--- config.mk ---
export PLATFORM = sky130hd
export DESIGN_NAME = pfla_ctrl
export DESIGN_NICKNAME = d
export VERILOG_FILES = /design/src/rtl/pfla_pkg.sv /design/src/rtl/pfla_ctrl.sv
export SDC_FILE = /design/constraint.sdc
export NUM_CORES = 1
export LEC_CHECK = 0
export BUFFER_PORTS_ARGS = -buffer_cell sky130_fd_sc_hd__buf_2
export CELL_PAD_IN_SITES_DETAIL_PLACEMENT = 1
export CELL_PAD_IN_SITES_GLOBAL_PLACEMENT = 1
export CORE_AREA = 2 2 39 41
export DETAILED_ROUTE_END_ITERATION = 16
export DIE_AREA = 0 0 41 43
export PLACE_DENSITY = 0.57
export SLEW_MARGIN = 30
export SYNTH_ARGS = -nofsm -noshare
export SYNTH_HDL_FRONTEND = slang
export SYNTH_SLANG_ARGS = --single-unit
--- constraint.sdc ---
create_clock -name clk -period 1.6 [get_ports clk]
set_clock_uncertainty 0.15 [all_clocks]
set_input_delay 0.16 -clock clk [delete_from_list [all_inputs] [get_ports clk]]
set_output_delay 0.16 -clock clk [all_outputs]
set_load 0.005 [all_outputs]
--- src/rtl/pfla_pkg.sv ---
// ----------------------------------------------------------------------------
// pfla_pkg
// Shared constants and controller/datapath handoff types for the page free
// list allocator.
// ----------------------------------------------------------------------------
package pfla_pkg;

    localparam int ADDR_W           = 32;
    localparam int PAGE_BYTES_DEF   = 4096;
    localparam int MAX_PAGES_DEF    = 32768;

    // operation codes on the mode input
    localparam int MODE_W           = 2;
    localparam logic [MODE_W-1:0] MODE_FREE  = 2'd0;
    localparam logic [MODE_W-1:0] MODE_ALLOC = 2'd1;
    localparam logic [MODE_W-1:0] MODE_RANGE = 2'd2;

    // configuration register indexes
    localparam int REG_IDX_W        = 1;
    localparam logic [REG_IDX_W-1:0] REG_REGION_START = 1'd0;
    localparam logic [REG_IDX_W-1:0] REG_REGION_END   = 1'd1;

    // controller -> datapath
    typedef struct packed {
        logic load;   // capture a new command, clear the result
        logic push;   // push the page at the cursor, step the cursor
        logic pop;    // take the link word of the head page
    } dp_cmd_t;

    // datapath -> controller
    typedef struct packed {
        logic push_bad;    // page at the cursor may not be freed
        logic range_more;  // a whole page still fits below the range limit
    } dp_stat_t;

endpackage

--- src/rtl/pfla_ctrl.sv ---
// ----------------------------------------------------------------------------
// pfla_ctrl
// Command sequencer: decodes the operation, walks range frees one page per
// cycle and raises the one-cycle done strobe.
// ----------------------------------------------------------------------------
module pfla_ctrl (
    input  logic                           clk,
    input  logic                           rst_n,
    input  logic                           start,
    input  logic [pfla_pkg::MODE_W-1:0]    mode,
    input  pfla_pkg::dp_stat_t             stat,
    output pfla_pkg::dp_cmd_t              cmd,
    output logic                           busy,
    output logic                           done
);
    import pfla_pkg::*;

    typedef enum logic [2:0] {
        S_IDLE,
        S_FREE,
        S_POP_RD,
        S_POP_WB,
        S_RANGE
    } state_t;

    state_t state_reg, state_next;
    logic   done_reg, done_next;

    always_comb
    begin
        cmd        = '0;
        state_next = state_reg;
        done_next  = 1'b0;
        case (state_reg)
            S_IDLE:
            begin
                if (start)
                begin
                    cmd.load = 1'b1;
                    case (mode)
                        MODE_FREE:  state_next = S_FREE;
                        MODE_ALLOC: state_next = S_POP_RD;
                        MODE_RANGE: state_next = S_RANGE;
                        default:    done_next  = 1'b1;   // unused code: no-op
                    endcase
                end
            end
            S_FREE:
            begin
                cmd.push   = 1'b1;
                done_next  = 1'b1;
                state_next = S_IDLE;
            end
            S_POP_RD:
            begin
                // RAM read of the head link word is in flight
                state_next = S_POP_WB;
            end
            S_POP_WB:
            begin
                cmd.pop    = 1'b1;
                done_next  = 1'b1;
                state_next = S_IDLE;
            end
            S_RANGE:
            begin
                if (!stat.range_more)
                begin
                    done_next  = 1'b1;
                    state_next = S_IDLE;
                end
                else
                begin
                    cmd.push = 1'b1;
                    if (stat.push_bad)
                    begin
                        done_next  = 1'b1;
                        state_next = S_IDLE;
                    end
                end
            end
            default:
            begin
                state_next = S_IDLE;
            end
        endcase
    end

    always_ff @(posedge clk or negedge rst_n)
    begin
        if (!rst_n)
        begin
            state_reg <= S_IDLE;
            done_reg  <= 1'b0;
        end
        else
        begin
            state_reg <= state_next;
            done_reg  <= done_next;
        end
    end

    assign busy = (state_reg != S_IDLE);
    assign done = done_reg;

endmodule

* Word-level counts from Yosys, hierarchy flattened
Index checks and enable logic that the tools add are counted.
Operators by class: eq/ne operators 9, mux-type cells 15, reductions and logical operators 6
Operator list (count):
- case mux 3 bit (3 select lines) | 2
- two-way mux 3 bit | 3
- two-way mux 1 bit | 8
- == test 3 x 2 -> 1 bit (second input constant) | 2
- != test 4 x 1 -> 1 bit (second input constant) | 1
- == test 3 x 1 -> 1 bit (second input constant) | 1
- == test 3 bit (second input constant) | 1
- logical NOT 3 bit | 1
- != test 3 bit (second input constant) | 1
- case mux 1 bit (3 select lines) | 1
- AND reduction 3 bit | 1
- nonzero test 3 bit | 1
- OR reduction 3 bit | 1
- == test 2 x 1 -> 1 bit (second input constant) | 1
- == test 2 bit (second input constant) | 1
- logical NOT 2 bit | 1
- != test 2 bit (second input constant) | 1
- case mux 1 bit (2 select lines) | 1
- OR reduction 2 bit | 1
Storage, ports and cells: register bits after elaboration 4, bits of input ports 7, output and inout bits 5

* Depth between registers and ports, before layout
depth in word-level cells 5, depth in mapped cells 5, gate-level depth less buffers 5

* Worst setup path after synthesis
OpenSTA, ideal clock, no wires.
kind flip-flop to output port, from register state_reg[2], to output port cmd[2] (netlist name), arrival time 0.957 ns, required time 1.290 ns, path slack 0.333 ns, cell stages (with the launch flop) 4, cell sequence dfrtp_1 > buf_6 > or3_4 > nor2_2
RTL lines:
- start: declaration | line pfla_ctrl.sv:26 | state_t state_reg, state_next;
- start signal: assignment | line pfla_ctrl.sv:98 | state_reg <= state_next;
- end: declaration | line pfla_ctrl.sv:12 | output pfla_pkg::dp_cmd_t cmd,

==> out/results.tsv <==
stage	metric	value	unit
final_layout	Storage cell area	103	um^2
yosys	top cell type's share of synthesized area	33.8	%
yosys	EDFF count, synth	0	
final_layout	layout cell share with drive strength beyond 1	40.8	%
clock_network	worst skew pair latency	0.23	ns
power_and_ir_drop	pwr dens	1200	mW/mm^2
timing	measured slew at the worst slew-check pin	0.226	ns
final_layout	Area Growth Syn to Fin	42.6	%
floorplanning	Die Height	43	um
place	routability cong.	0.665	
critical_path	CP Class	flip-flop to primary output	
power_and_ir_drop	Leak Pwr	0.220	nW
yosys	Area contributors post-synth	dfrtp_1, ha_1, inv_1	
critical_path	Critical Path RT	1.29	ns
floorplanning	initial core utilization	21.4	%
timing	f_max	649	MHz
critical_path	CP arrival	1.23	ns
drt	TritonRoute pass-1 iters	4	
clock_network	Root Driver	clkbuf_4	
yosys	async set-reset flop share out of synthesis	100	%
critical_path	cell family with most CP delay	simple AND/OR/NAND/NOR gates	
critical_path	slowest stage delay, CP	0.42	ns
global_route	Total GRT Usage	9.13	%
floorplanning	Die Wd	41	um
global_route	first-pass GRT wire length	1.02	mm
floorplanning	Std-Cell Rows	14	
drt	Final Routed Wirelength	686	um
final_layout	Largest register FFs	3	
critical_path	CP bufs+invs	1	
run_status	status	completed	
clock_network	Worst-path clk slew	0.04	ns
drt	Residual DRC	0	
power_and_ir_drop	power share of the combinational group	42.0	%
clock_network	clock sinks	4	
power_and_ir_drop	Pint	0.000334	W
drt	wire length per cell	10.6	um
global_route	vias in the first global route	282	
drt	detailed-route via count	285	
critical_path	worst path cell trace	or3_4 -> nor2_2 -> buf_2	
power_and_ir_drop	switching share of power	34.4	%
global_route	initial antenna violation count	0	
timing	RSZ-0062 raised after global routing	no	
timing	Final min period	1.54	ns
place	Post-DP HPWL	507	um
critical_path	crit path launch type	flip-flop	
timing	fin. max-slew vios	0	
global_route	gr ovfl total	0	
yosys	predominant post-synthesis flop cell	dfrtp_1	
clock_network	CTS Buffer Depth	2	
floorplanning	Top Ports	12	
job	Max-cap violations	0	
yosys	Seq/Total Area, Yosys	33.8	%
clock_network	CTS tree	built	
floorplanning	core area	0.00138	mm^2
yosys	Post-Syn Area	297	um^2
critical_path	Setup crit end kind	primary output	
final_layout	fillers	174	
place	dpl cells	59	
worst_hold_path	min-delay worst type	input port to flip-flop	
yosys	syn avg cell area	8.99	um^2
yosys	biggest area consumer among synthesized cells	dfrtp_1	
timing	final hold vios	0	
worst_hold_path	hold wc startpoint	stat[1]	
yosys	Post-Synthesis Cells	33	
global_route	largest net degree at the start of global routing	10	
power_and_ir_drop	sequential fraction of design power	33.0	%
power_and_ir_drop	Psw	0.000175	W
critical_path	crit path max-delay cell type	dfrtp_2	
critical_path	Critical Path Source	state_reg[0]	
yosys	Yosys cell types	17	
final_layout	multi-input combinational cell area	166	um^2
critical_path	largest fanout on the critical path	4	
power_and_ir_drop	VDD IR-drop max	0.287	mV
yosys	syn nets	44	
timing	setup TNS	0	ns
timing	final setup violation count	0	
clock_network	H-tree depth	1	
floorplanning	Die ar.	0.00176	mm^2
final_layout	Non-Filler Instances	65	
timing	fin crit share	96.3	%
power_and_ir_drop	clock share of power	25.0	%
yosys	Synth Register Bits	4	
drt	antenna viol nets, final	0	
yosys	top cells by count, synth	inv_1, dfrtp_1, ha_1	
yosys	Ys Warns	0	
drt	vias per cell	4.38	
place	PortBufs	11	
drt	Initial DRC Count	5	
critical_path	worst r2r src	state_reg[0]	
yosys	most frequent cell after synthesis	inv_1	
clock_network	total CTS buffers	3	
final_layout	final core utilization	30.6	%
final_layout	Layout Nets	62	
final_layout	antenna cell count	0	
timing	Rel. slew slack	84.8	%
logic make-up after synthesis:
logic type	Yosys count	synth area share (%)
AO/OA/AOI/OAI	6	11.8
adder cells (fa/ha/maj)	4	16.9
buffers and inverters	6	10.1
flip-flops	4	33.8
AND/OR/NAND/NOR	13	27.4
cells in the final DEF, fill, tap and decap left out, types with 2 or more instances in the layout:
cell type	n
buf_2	11
inv_1	5
ha_1	4
clkbuf_4	3
nand2b_1	2
a21oi_1	2
a31oi_1	2
nor2_1	2
nor3_1	2
nand4b_1	2
dfrtp_1	2
dfrtp_2	2
final timing paths:
| path | endpoint | slack, ns | cells past startpoint |
|---|---|---|---|
| hold reg to reg | state_reg[1] | 0.34 | 1 |
| hold / removal | state_reg[2] | 0.05 | 3 |
| setup reg to reg | state_reg[2] | 0.42 | 4 |
| max in group asynchronous | state_reg[2] | 1.06 | 2 |
| min in group asynchronous | state_reg[1] | 0.11 | 2 |
| setup / recovery | cmd[2] | 0.06 | 3 |
what timing repair did:
action | 4_1_cts | 5_1_grt
hold endpoints to repair | 4 | 0
hold buffers | 1 | 0
endpoints found under the setup margin | 1 | 1
pin swaps | 0 | 1
buffers inserted | 0 | 2
resized for setup | 1 | 1
layout make-up:
class	count	share of cell area, %
Timing Repair Buffer	14	21.9
Tap cell	16	4.73
Inverter	5	4.44
Clock buffer	3	5.33
Sequential cell	4	24.3
Multi-Input combinational cell	23	39.3
worst register-to-register path, stage by stage (launching register included):
cell and delay (ns):
dfrtp_2 0.42, buf_4 0.15, nor2_1 0.18, nand4b_1 0.13
nand2_1 0.08
routing by layer:
layer / GRT usage [%] / up-vias / wire, um
met2: 11.9 / 7 / 347
met3: 0 / 2 / 18
met1: 11.2 / 131 / 300
met4: 12.0 / 0 / 19
li1: - / 145 / -
met5: 0 / - / 0
power groups by stage:
| stage | Clock (W) | Combinational, W | Sequential [W] |
|---|---|---|---|
| global placement | 0 | 0.000181 | 0.000176 |
| CTS | 0.000132 | 0.000184 | 0.000172 |
| floorplan | 0 | 0.000118 | 0.000161 |
| finish | 0.000127 | 0.000214 | 0.000168 |
| global route | 0.000138 | 0.000248 | 0.000174 |
| detailed placement | 0 | 0.000182 | 0.000173 |
stage by stage:
step,setup slack [ns],hold WS (ns),cell area [um^2],total power [W]
final,0.0592,0.0517,423,0.000509
after global routing,0.00141,0.0598,423,0.000560
after CTS,0.00863,0.0461,394,0.000488
after detailed placement,0.245,-0.178,360,0.000355
after global placement,0.256,-0.182,360,0.000356
after floorplan,0.333,-0.286,297,0.000279
No activity file was read; power rests on OpenSTA's default activity.
